## src/hw/rtl/atan2_pkg.sv

```systemverilog
// ----------------------------------------------------------------------------
// atan2_pkg: shared constants and types
// Coefficients, angle constants and the request record for the atan2 block.
// ----------------------------------------------------------------------------
package atan2_pkg;

  localparam int DivSteps = 31;
  localparam int PolyStages = 7;

  localparam logic signed [31:0] C0 = 32'sd536890772;
  localparam logic signed [31:0] C1 = -32'sd178298711;
  localparam logic signed [31:0] C2 = 32'sd99794340;
  localparam logic signed [31:0] C3 = -32'sd49499604;
  localparam logic signed [31:0] C4 = 32'sd12781063;
  localparam logic signed [31:0] AngPi = 32'sd1686629713;
  localparam logic signed [31:0] AngHalfPi = 32'sd843314856;

  typedef struct packed {
    logic        origin;
    logic        steep;
    logic        xneg;
    logic        yneg;
  } flags_t;

  typedef struct packed {
    flags_t      flags;
    logic [30:0] num;
    logic [30:0] den;
  } req_t;

  function automatic logic signed [31:0] mul_shift(input logic signed [31:0] a,
                                                    input logic signed [31:0] b);
    logic signed [63:0] p;
    p = 64'(a) * 64'(b);
    return p[62:31];
  endfunction

endpackage

```

## src/hw/rtl/atan2_front.sv

```systemverilog
// ----------------------------------------------------------------------------
// atan2_front: input classification
// Takes magnitudes, orders them by size and registers the request.
// ----------------------------------------------------------------------------
module atan2_front import atan2_pkg::*; (
  input  logic               clk,
  input  logic               rst_n,
  input  logic               start,
  input  logic signed [31:0] in_y_imag,
  input  logic signed [31:0] in_x_real,
  output logic               req_vld,
  output req_t               req
);

  logic [30:0] ax, ay;
  logic        vld_r;
  req_t        req_r, req_nxt;

  always_comb begin
    ax = (in_x_real == 32'sh80000000) ? 31'h7fffffff :
         (in_x_real[31] ? 31'(-in_x_real) : in_x_real[30:0]);
    ay = (in_y_imag == 32'sh80000000) ? 31'h7fffffff :
         (in_y_imag[31] ? 31'(-in_y_imag) : in_y_imag[30:0]);
    req_nxt.flags.origin = (in_x_real == 32'sd0) && (in_y_imag == 32'sd0);
    req_nxt.flags.steep = ay > ax;
    req_nxt.flags.xneg = in_x_real[31];
    req_nxt.flags.yneg = in_y_imag[31];
    req_nxt.num = (ay > ax) ? ax : ay;
    req_nxt.den = (ay > ax) ? ay : ax;
  end

  always_ff @(posedge clk) begin
    if (!rst_n) begin
      vld_r <= 1'b0;
    end else begin
      vld_r <= start;
    end
    req_r <= req_nxt;
  end

  assign req_vld = vld_r;
  assign req = req_r;

endmodule

```

## config.mk

```make
export PLATFORM = sky130hd
export DESIGN_NAME = atan2_front
export DESIGN_NICKNAME = d
export VERILOG_FILES = /design/src/hw/rtl/atan2_pkg.sv /design/src/hw/rtl/atan2_front.sv
export SDC_FILE = /design/constraint.sdc
export NUM_CORES = 1
export LEC_CHECK = 0
export BUFFER_PORTS_ARGS = -buffer_cell sky130_fd_sc_hd__buf_2
export CAP_MARGIN = 25
export CORE_MARGIN = 3
export CORE_UTILIZATION = 41
export DETAILED_ROUTE_END_ITERATION = 7
export PLACE_DENSITY = 0.68
export SLEW_MARGIN = 20
export SYNTH_ARGS = -nofsm -noshare
export SYNTH_HDL_FRONTEND = slang
export SYNTH_SLANG_ARGS = --single-unit
```

## constraint.sdc

```tcl
create_clock -name clk -period 5.8 [get_ports clk]
set_clock_uncertainty 0.15 [all_clocks]
set_input_delay 1.16 -clock clk [delete_from_list [all_inputs] [get_ports clk]]
set_output_delay 1.16 -clock clk [all_outputs]
set_load 0.02 [all_outputs]
```

## Word level (Yosys, flattened, before mapping)

Index checks and enable logic that the tools add are counted.

| word-level totals | value |
|---|---|
| register bits after elaboration | 67 |
| output and inout port bits | 67 |

| operators by class | value |
|---|---|
| reductions and logical operators | 3 |
| $add $sub $neg | 2 |
| mux-type cells | 6 |
| magnitude comparators | 1 |
| equality and inequality tests | 2 |

Operators with widths:

| kind | number |
|---|---|
| $mux 31 | 6 |
| $eq 32x32->1 const B | 2 |
| $logic_not 32->1 | 2 |
| $neg 31->31 | 2 |
| $gt 31x31->1 | 1 |
| $logic_and 1x1->1 | 1 |

## Longest topological paths before layout

| depth | value |
|---|---|
| depth in word-level cells | 5 |
| mapped depth | 18 |

## Worst setup path after synthesis

OpenSTA, ideal clock, no wires.

| timing | value |
|---|---|
| path kind | input to register |
| start point | input in_x_real[22] |
| end point | register req_r, in the netlist req[28] |
| path buffers | 3 |
| data required time | 5.529 ns |
| arrival time | 5.258 ns |
| cell stages on the path | 16 |
| setup slack | 0.271 ns |
| cell sequence | or4_4 or3_4 or4_4 buf_6 and4b_1 a311oi_2 inv_1 ha_1 nand4_1 nor2_1 a22oi_1 o211ai_1 o211ai_1 clkbuf_1 buf_1 mux2_2 |

RTL lines:

| element | RTL line | text |
|---|---|---|
| start, declared | atan2_front.sv:10 | `input logic signed [31:0] in_x_real,` |
| end signal, assigned | atan2_front.sv:38 | `req_r <= req_nxt;` |
| end, declared | atan2_front.sv:17 | `req_t req_r, req_nxt;` |

==> impl_results.md <==
* Post-CTS Setup Repair Bufs at 0
* Worst EP arrival at 5.48 ns
* Status: finished, final reports clean
* Fmax achieved at 0.1854 GHz
* TritonCTS clock tree: yes
* Post-CTS Hold Buffers at 0
* Via density at between 5 and 6
* I/O pins at 134
* Hold WC Path Type: input pin to flip-flop
* Main synth FF type: dfxtp_1
* Routed Antenna Nets at 0
* Critical Path RT at 5.88 ns
* Top post-synthesis cells by area: dfxtp_1, ha_1, mux2i_1
* Router iterations before antenna repair at 6
* Initial antenna violation count at 0
* GPL Wtd Cong at about 0.9
* Initial Util at between 40% and 50%
* CTS clk-pin slew, worst paths at 0.06 ns
* WP buf/inv at 5
* Total number of vias at 5200
* Slowest CP cell: or4_1
* Port Buffers at around 130
* Setup TNS at 0 ns
* Final nets at approximately 830
* Final setup fails at 0
* DRC Markers at 0
* Total GRT Usage at about a quarter
* Tightest Pin Transition at 0.7867 ns
* Initial drt markers at about 380
* Die ar. at around 13000 sq um
* WL final at roughly 15 mm
* Antenna diode count at 0
* Nature of the critical path endpoint: flip-flop
* Crit share post-route at 93.00%
* Synthesized area at about 4700 sq um
* Power Density at approximately 290 nW/um^2
* Cell count after synthesis at approximately 580
* Row count at 38
* Lkg Pwr at ~2.7 nW
* Maximum root-to-sink buffer count at 2
* Number of buffers created by CTS at 9
* Yosys cell types at 61
* Final Max Slew Viols at 0
* H-tree depth at 3
* Final min period at between 5 and 6 ns
* Max Cap Violations at 0
* Post-synthesis sequential area ratio at 28.26%
* Die span in x at 113.6 um
* Critical Path Source Type: input pin
* Peak supply drop at 0.0002727 V
* Chip Height at around 110 um
* Fillers at between 1000 and 1500
* #FFs+latches synth at 67
* Critical-path cell list: buf_2, or4_1, or4_1, nor3_2, o21a_1, o21ai_0, inv_1, ha_1, nand4_1, a21oi_1, a2111oi_0, buf_4, o211ai_1, o211ai_1, buf_4, buf_12, mux2i_1
* Syn avg cell area at ~8.2 sq um
* Worst Path Max Fanout at 18
* Area share of the largest cell type after synthesis at between 20% and 30%
* Yosys warning count at 0
* Largest stage delay, worst path at approximately 0.6 ns
* Unrepaired setup endpoints after global routing: no
* Largest net degree at the start of global routing at 52
* CP Class: input pin to flip-flop
* Asr flop ratio synth at 0%
* First-pass GRT wire length at roughly 24 mm
* Fraction of layout cells with a size suffix above 1 at slightly below 30%
* Final count of hold timing violations at 0
* Total Power at ~1.8 mW
* Clk sink count at 67
* Area leader, netlist: dfxtp_1
* CTS-repair resized insts at 0
* Overflow after GRT at 0
* Crit-path leading delay family: simple AND/OR/NAND/NOR gates
* Synth Net Count at just under 700
* Slew margin rel. at a little under half
* Dpl hpwl at roughly 12 mm
* Number of global-route vias before repair at between 4000 and 5000
* CTS root buffer: clkbuf_16
* Layout area overhead at 27.34%
* EDFF count, synth at 0
* Avg WL per Cell at roughly 18 um
* Core Region at 11080 sq um
[routing by layer]
| metal | global-route usage, % | vias up | wire [um] |
|---|---|---|---|
| met5 | 0 | - | 0 |
| met4 | 6.090 | 0 | 265 |
| met3 | 4.987 | 25 | 1031 |
| met2 | 39.03 | 245 | 7447 |
| met1 | 31.06 | 2427 | 6734 |
| li1 | - | 2503 | - |
[final timing paths]
| check | start | to | slack [ns] | cells after the start |
|---|---|---|---|---|
| setup / recovery | in_y_imag[24] | req[8] | 0.41 | 17 |
| hold / removal | start | req_vld | 0.88 | 2 |
[layout by cell type (no fill, tap or decap), types with 5 or more instances in the layout]
master,n
nand2_1,39
and3_1,6
o22ai_1,6
o311ai_0,9
dfxtp_1,67
o31ai_1,5
nor2_1,26
inv_1,40
buf_2,133
nand3_1,22
mux2i_1,39
o21a_1,10
a21oi_1,37
ha_1,33
o211ai_1,9
nor3_1,23
nand3b_1,5
o221ai_1,7
nor4_1,14
or4_1,9
o21ai_0,33
mux2_2,24
or3_1,13
nand4_1,11
buf_4,30
clkbuf_16,9
a31oi_1,8
[registers in the layout, summed over array words and instances, names as in the netlist]
name and flops:
req_vld 1, req 66
[metrics by stage]
step	instance area, sq um	hold WS [ns]	setup WS (ns)	util, %	cells
finish	6043	0.8770	0.4057	54.55	870
global placement	5725	1.214	0.2788	51.68	854
global route	6043	0.8866	0.08198	54.55	870
CTS	6043	0.8737	0.4776	54.55	870
floorplan	4746	1.038	0.2709	-	576
detailed placement	5725	1.215	0.1546	51.68	854
[final cells by class]
type                    instances  area, sq um  share of cell area [%]
inverters                      40        150.1                   2.484
repair buffers                164        910.9                   15.07
clock buffers                  10        229.0                   3.789
multi-input cells             443         3148                   52.09
well taps                     140        175.2                   2.899
flip-flops and latches         67         1341                   22.19
clock inverters                 6        88.84                   1.470
[cell families (layout without fill, tap and decap cells)]
| group | Yosys count | in the layout | share of synthesized area [%] |
|---|---|---|---|
| buffers and inverters | 66 | 220 | 5.404 |
| muxes | 63 | 63 | 13.92 |
| DFF | 67 | 67 | 28.26 |
| and+or+nand+nor | 192 | 192 | 22.12 |
| AOI/OAI and AO/OA | 152 | 152 | 21.04 |
| xor gates and xnor gates | 3 | 3 | 0.5538 |
| adders and majority gates | 33 | 33 | 8.700 |
[power by group]
group          internal, mW  leakage [nW]  switching [mW]
clock network         0.377         0.149           0.204
logic                 0.243          2.03           0.370
registers             0.553         0.565          0.0305
[synth_stat cells (7+ instances only)]
master,instances
dfxtp_1,67
or4_1,9
ha_1,33
a21oi_1,37
nor2_1,26
nand2_1,39
o311ai_0,9
nor4_1,14
mux2_2,24
inv_1,40
a31oi_1,8
nand3_1,22
o21a_1,10
mux2i_1,39
or3_1,13
o221ai_1,7
o21ai_0,33
nor3_1,23
nand4_1,11
clkbuf_1,20
o211ai_1,9
Power figures use the tool's default switching activity.
