**config.mk**
```make
export PLATFORM = sky130hd
export DESIGN_NAME = atan2_div
export DESIGN_NICKNAME = d
export VERILOG_FILES = /design/src/hw/rtl/atan2_pkg.sv /design/src/hw/rtl/atan2_div.sv
export SDC_FILE = /design/constraint.sdc
export NUM_CORES = 2
export LEC_CHECK = 0
export BUFFER_PORTS_ARGS = -buffer_cell sky130_fd_sc_hd__buf_2
export CAP_MARGIN = 20
export CORE_ASPECT_RATIO = 1.25
export CORE_UTILIZATION = 25
export CTS_BUF_LIST = sky130_fd_sc_hd__clkbuf_8
export DETAILED_ROUTE_END_ITERATION = 12
export PLACE_DENSITY = 0.36
export SETUP_SLACK_MARGIN = 0.4
export SYNTH_ARGS = -nofsm -noshare
export SYNTH_HDL_FRONTEND = slang
export SYNTH_SLANG_ARGS = --single-unit
```
**constraint.sdc**
```tcl
create_clock -name clk -period 4.45 [get_ports clk]
set_input_delay 0.2225 -clock clk [delete_from_list [all_inputs] [get_ports clk]]
set_output_delay 0.2225 -clock clk [all_outputs]
set_load 0.01 [all_outputs]
```
**src/hw/rtl/atan2_pkg.sv**
```systemverilog
// ----------------------------------------------------------------------------
// atan2_pkg: shared constants and types
// Coefficients, angle constants and the request record for the atan2 block.
// ----------------------------------------------------------------------------
package atan2_pkg;

  localparam int DivSteps = 31;
  localparam int PolyStages = 7;

  localparam logic signed [31:0] C0 = 32'sd536890772;
  localparam logic signed [31:0] C1 = -32'sd178298711;
  localparam logic signed [31:0] C2 = 32'sd99794340;
  localparam logic signed [31:0] C3 = -32'sd49499604;
  localparam logic signed [31:0] C4 = 32'sd12781063;
  localparam logic signed [31:0] AngPi = 32'sd1686629713;
  localparam logic signed [31:0] AngHalfPi = 32'sd843314856;

  typedef struct packed {
    logic        origin;
    logic        steep;
    logic        xneg;
    logic        yneg;
  } flags_t;

  typedef struct packed {
    flags_t      flags;
    logic [30:0] num;
    logic [30:0] den;
  } req_t;

  function automatic logic signed [31:0] mul_shift(input logic signed [31:0] a,
                                                    input logic signed [31:0] b);
    logic signed [63:0] p;
    p = 64'(a) * 64'(b);
    return p[62:31];
  endfunction

endpackage

```
**src/hw/rtl/atan2_div.sv**
```systemverilog
// ----------------------------------------------------------------------------
// atan2_div: pipelined restoring divider
// One quotient bit per stage gives the ratio z of the two magnitudes.
// ----------------------------------------------------------------------------
module atan2_div import atan2_pkg::*; (
  input  logic               clk,
  input  logic               rst_n,
  input  logic               req_vld,
  input  req_t               req,
  output logic               z_vld,
  output logic signed [31:0] z,
  output flags_t             z_flags
);

  logic [DivSteps:0]      vld_r;
  logic [31:0]            rem_r [DivSteps+1];
  logic [30:0]            den_r [DivSteps+1];
  logic [30:0]            q_r   [DivSteps+1];
  flags_t                 fl_r  [DivSteps+1];

  always_ff @(posedge clk) begin
    if (!rst_n) begin
      vld_r <= '0;
    end else begin
      vld_r <= {vld_r[DivSteps-1:0], req_vld};
    end
    rem_r[0] <= {1'b0, req.num};
    den_r[0] <= req.den;
    q_r[0] <= '0;
    fl_r[0] <= req.flags;
    for (int i = 0; i < DivSteps; i++) begin
      logic [32:0] t;
      t = {rem_r[i], 1'b0};
      if (t >= {2'b0, den_r[i]}) begin
        rem_r[i+1] <= 32'(t - {2'b0, den_r[i]});
        q_r[i+1] <= {q_r[i][29:0], 1'b1};
      end else begin
        rem_r[i+1] <= t[31:0];
        q_r[i+1] <= {q_r[i][29:0], 1'b0};
      end
      den_r[i+1] <= den_r[i];
      fl_r[i+1] <= fl_r[i];
    end
  end

  // Quotient reaches 2^31 only when num equals den; it then saturates.
  always_comb begin
    z_vld = vld_r[DivSteps];
    z_flags = fl_r[DivSteps];
    if ((rem_r[DivSteps] != '0) && (rem_r[DivSteps] >= {1'b0, den_r[DivSteps]}))
      z = 32'sh7fffffff;
    else
      z = {1'b0, q_r[DivSteps]};
  end

endmodule

```
# Word-level counts from Yosys, hierarchy flattened

Memories as Yosys holds them, arrays and structs flattened.
Index checks and enable logic that the tools add are counted.

Register bits: 32
RAM bits: 3136
Input port bits: 69
Output and inout port bits: 37
Memories: 4

Memories:

| name  | words | width | read ports | clocked after Yosys merged registers in | write ports | line            | RTL |
|---|---|---|---|---|---|---|---|
| rem_r | 32    | 32    | 32         | 0                                       | 32          | atan2_div.sv:16 | `logic [31:0] rem_r [DivSteps+1];` |
| den_r | 32    | 31    | 32         | 0                                       | 32          | atan2_div.sv:17 | `logic [30:0] den_r [DivSteps+1];` |
| q_r   | 32    | 31    | 32         | 0                                       | 32          | atan2_div.sv:18 | `logic [30:0] q_r [DivSteps+1];` |
| fl_r  | 32    | 4     | 32         | 0                                       | 32          | atan2_div.sv:19 | `flags_t fl_r [DivSteps+1];` |

Add/sub/neg operators: 31
$lt $le $gt $ge: 32
Mux-type cells: 156
Bitwise logic cells: 62
Reduce and logical (&&, ||, !) cells: 2

Operator list:

| operator                                     | count |
|---|---|
| greater-or-equal comparator 33 x 31 -> 1 bit | 31 |
| 2-to-1 mux 31 bit                            | 32 |
| 2-to-1 mux 32 bit                            | 31 |
| subtractor 32 x 31 -> 32 bit                 | 31 |
| 2-to-1 mux 1 bit                             | 93 |
| bitwise OR 1 bit                             | 62 |
| greater-or-equal comparator 32 x 31 -> 1 bit | 1 |
| nonzero test 32 bit                          | 1 |
| logical AND 1 bit                            | 1 |

# Depth between registers and ports, before layout

An unclocked memory read counts as a cell.

Depth after elaboration: 5
Mapped depth: 17
Depth with buffers taken out: 14

# Least setup slack after synthesis

OpenSTA, ideal clock, no wires.

Path type: register to register
From: mem den_r[23][9]
To: mem rem_r[24][19]
Library setup time: 0.123 ns
Arrival: 3.246 ns
Data required time: 4.327 ns
Path slack: 1.081 ns
Cell stages (with the launch flop): 15
Path buffers: 2
Period minus slack after synthesis: 3.369 ns
Path through: dfxtp_1 inv_1 ha_1 a21oi_1 o21ai_1 or2_2 or3b_1 o21ai_2 o21ai_1 a221o_1 a211o_1 a41oi_2 buf_4 buf_6 mux2_1

RTL lines:

| element     | line |
|---|---|
| from (decl) | atan2_div.sv:17 |
| to (decl)   | atan2_div.sv:16 |

==> impl_metrics.yaml <==
global_route:
  grt_usage_pct: 14.1
  grt_overflow_total: 0
  grt_pass1_vias: 89400
  grt_max_degree: 60
  grt_pass1_wl_um: 518000
  antenna_found_initial: 6
sta:
  drv_slew: 0
  setup_viol: 0
  worst_pin_slew_ps: 985
  fin_crit_sh_pct: 88.5
  setup_slack_ps: 510
  tns_ps: 0
  timing.fmax_mhz: 254
  finalClockSkew_ps: 73.3
  whs_ps: 214
  rsz0062_at_grt: "yes"
  period_minus_slack_ps: 3940
  maxSlewHeadroom_pct: 33.4
  hold_viol: 0
cells_and_area:
  fin_area_um2: 137000
  drive_gt1_share_pct: 9.71
  design.final.nets: 14100
  fillers: 48600
  area_delta_synth_final_pct: 18.3
routing:
  wl_per_cell_um: 17.3
  wirelength_um: 336000
  dr.pass1.iters: 7
  vias: 85700
  dr.first_iter.drc_count: 3753
  antenna_left: 0
  drc: 0
  wl_met1_um: 139000
  highest_layer: "met4"
  met2WireLength_um: 177000
  met3_length_um: 10400
  post_drt_via_cell_ratio: 4.40
placement:
  dp_hpwl_um: 265000
  pre_cts_ws_ps: 352
  globalplace.congestion: 0.806
  port-buffer-count: 104
  placed_area_um2: 124000
synthesis:
  synth.top_cell.area_share_pct: 46.3
  netlist_top_cells_count: "dfxtp_1 (2,671), inv_1 (1,224), a21oi_1 (1,081)"
  syn_nets: 13500
  syn_inst: 12400
  synth.distinct_cells: 95
  synth.cell_area_um2: 116000
  ys_ff_latch: 2671
  synth_area_per_cell_um2: 9.28
  synth-edff-count: 0
  synth_top_cell_by_area: "dfxtp_1"
  ys_async_sr_fraction_pct: 0
  synthTopCellsByArea: "dfxtp_1 (46%), ha_1 (11%), a21oi_1 (4.7%), o21ai_0 (4.0%), inv_1 (4.0%)"
  ys.flop_type: "dfxtp_1"
  yosysSeqAreaShare_pct: 46.3
  synth_warnings: 0
  post-synth-top-count-cell: "dfxtp_1"
cts:
  root_buffer: "clkbuf_8"
  clk_latency_ps: 1180
  cts_sinks: 2671
  cts_tree: "built"
  htreeDepth: 5
  clk_pin_slew_worst_paths_ps: 60
  cts_buffer_depth: 4
  numCtsBuffers: 465
power:
  peakVddDrop_mv: 0.270
  p_int_uw: 68100
  p_leak_uw: 0.0619
  pwr-share-clk_pct: 21.2
  switchingPower_uw: 45000
  seqPwrFrac_pct: 32.2
  p_comb_share_pct: 46.5
  swShare_pct: 39.8
  p_per_area_nw_per_um2: 828
setup_path:
  worstSetupStartpoint: "rem_r[31][0]$_SDFF_PN0_"
  reg2reg_to: "rem_r[16][5]$_DFF_P_"
  worstPathRequired_ps: 4230
  arrival_ps: 3720
  end_kind: "output port"
  crit_end: "z[11]"
  worstReg2RegStart: "den_r[15][3]$_DFF_P_"
  critical_path_class: "flop to output port"
  rr_worst_depth: 13
  cp-start-kind: "flop"
  critPathMaxFanout: 7
  r2r_slack_ps: 550
die:
  start_util_pct: 25.2
  rows: 278
  ios: 106
  coreArea_um2: 459000
  die-area_um2: 465000
  fp.dieW_um: 610
  fp.dieH_um: 762
outcome:
  outcome: "finished, final reports clean"
job:
  drv_cap: 0
hold_path:
  min_path_type: "input pin to flop"
[state kept, by name, indices dropped and copies added, names as in the netlist]
name   cells
den_r    992
rem_r   1023
fl_r     128
q_r      496
vld_r     32
[metal layers]
| layer | vias to the layer above | global-route usage, % |
|---|---|---|
| met5 | - | 0 |
| met4 | 0 | 4.30 |
| met3 | 513 | 1.98 |
| met2 | 1091 | 27.1 |
| met1 | 40000 | 15.9 |
| li1 | 44100 | - |
[cell usage in the layout, fill, tap and decap left out, types with 57 or more instances in the layout]
cell / n
a31oi_1: 102
dfxtp_1: 2665
xnor2_1: 450
nand3_1: 185
buf_4: 126
buf_2: 76
nand2b_1: 166
nor2_1: 656
nand4_1: 136
xor2_1: 358
a21o_1: 491
clkinv_2: 71
nand2_1: 1016
and3_1: 98
a21oi_1: 1075
ha_1: 989
clkbuf_8: 590
mux2_2: 152
o31ai_1: 77
nor3_1: 140
inv_1: 1345
a211oi_1: 72
o21bai_1: 105
nor2b_1: 144
and2_1: 76
o21ai_0: 913
dlygate4sd3_1: 172
o21a_1: 97
o21ai_1: 57
[cell type report]
cell class	count	area, µm²	area share, %
diodes	5	12.5	0.00916
flip-flops and latches	2671	53500	39.1
repair buffers	438	4100	3.00
multi-input cells	8247	56800	41.6
clock inverters	251	1950	1.43
inverters	1227	4610	3.37
clock buffers	590	8120	5.94
well taps	6020	7530	5.51
[metrics by stage]
stage / power [µW] / utilization, % / instances
after detailed placement: 89300 / 27.0 / 18400
final: 113000 / 29.8 / 19400
after global routing: 123000 / 29.8 / 19400
after CTS: 115000 / 29.6 / 19400
after floorplan: 73200 / - / 12400
after global placement: 89900 / 27.0 / 18400
[kinds of logic after synthesis]
| kind of cell | Yosys count | share of synthesized area (%) |
|---|---|---|
| multiplexers | 174 | 1.68 |
| AND/OR/NAND/NOR | 2842 | 11.6 |
| AO/OA/AOI/OAI | 3399 | 18.0 |
| adder cells (fa/ha/maj) | 1023 | 11.3 |
| other | 1 | 0.00325 |
| flip-flops | 2671 | 46.3 |
| XOR/XNOR | 808 | 6.13 |
| buffers and inverters | 1522 | 5.04 |
[critical path: stages (launching register included)]
cell	delay [ps]
dfxtp_2	330
inv_2	40
ha_4	220
nand2b_4	130
a21o_1	150
a21o_1	150
a21o_1	150
a21o_1	170
a21oi_2	170
o21ai_2	90
nand4_1	110
a21oi_2	80
o21ai_4	190
buf_12	190
buf_16	170
nand2b_4	70
buf_6	110
[how the worst min path moves through the flow]
| stage | from | end | slack [ps] | depth (start not counted) |
|---|---|---|---|---|
| finish | req[2] | den_r[0][2]$_DFF_P_ | 210 | 3 |
| global route | req[49] | rem_r[0][18]$_DFF_P_ | 70 | 3 |
| CTS | req[29] | den_r[0][29]$_DFF_P_ | 0.4 | 3 |
| detailed placement | q_r[2][108]$_DFF_P_ | q_r[2][140]$_DFF_P_ | 310 | 0 |
| global placement | fl_r[5][3]$_DFF_P_ | fl_r[6][3]$_DFF_P_ | 310 | 0 |
| floorplan | req[0] | den_r[0][0]$_DFF_P_ | 250 | 0 |
[power groups by stage]
stage | logic (µW) | clock network [µW] | registers, µW
4_1_cts | 52700 | 25300 | 36900
3_3_place_gp | 52400 | 0 | 37500
3_5_place_dp | 52000 | 0 | 37300
2_1_floorplan | 38900 | 0 | 34400
5_1_grt | 59300 | 26300 | 37300
6_report | 52600 | 24000 | 36400
[what timing repair did]
item,in CTS,in global routing
endpoints found under the setup margin,41,237
hold endpoints to repair,98,0
cloned,2,3
pin swaps,12,21
setup buffers,3,7
gates resized for setup,35,89
hold buffers,172,0
No activity file was read; power rests on OpenSTA's default activity.
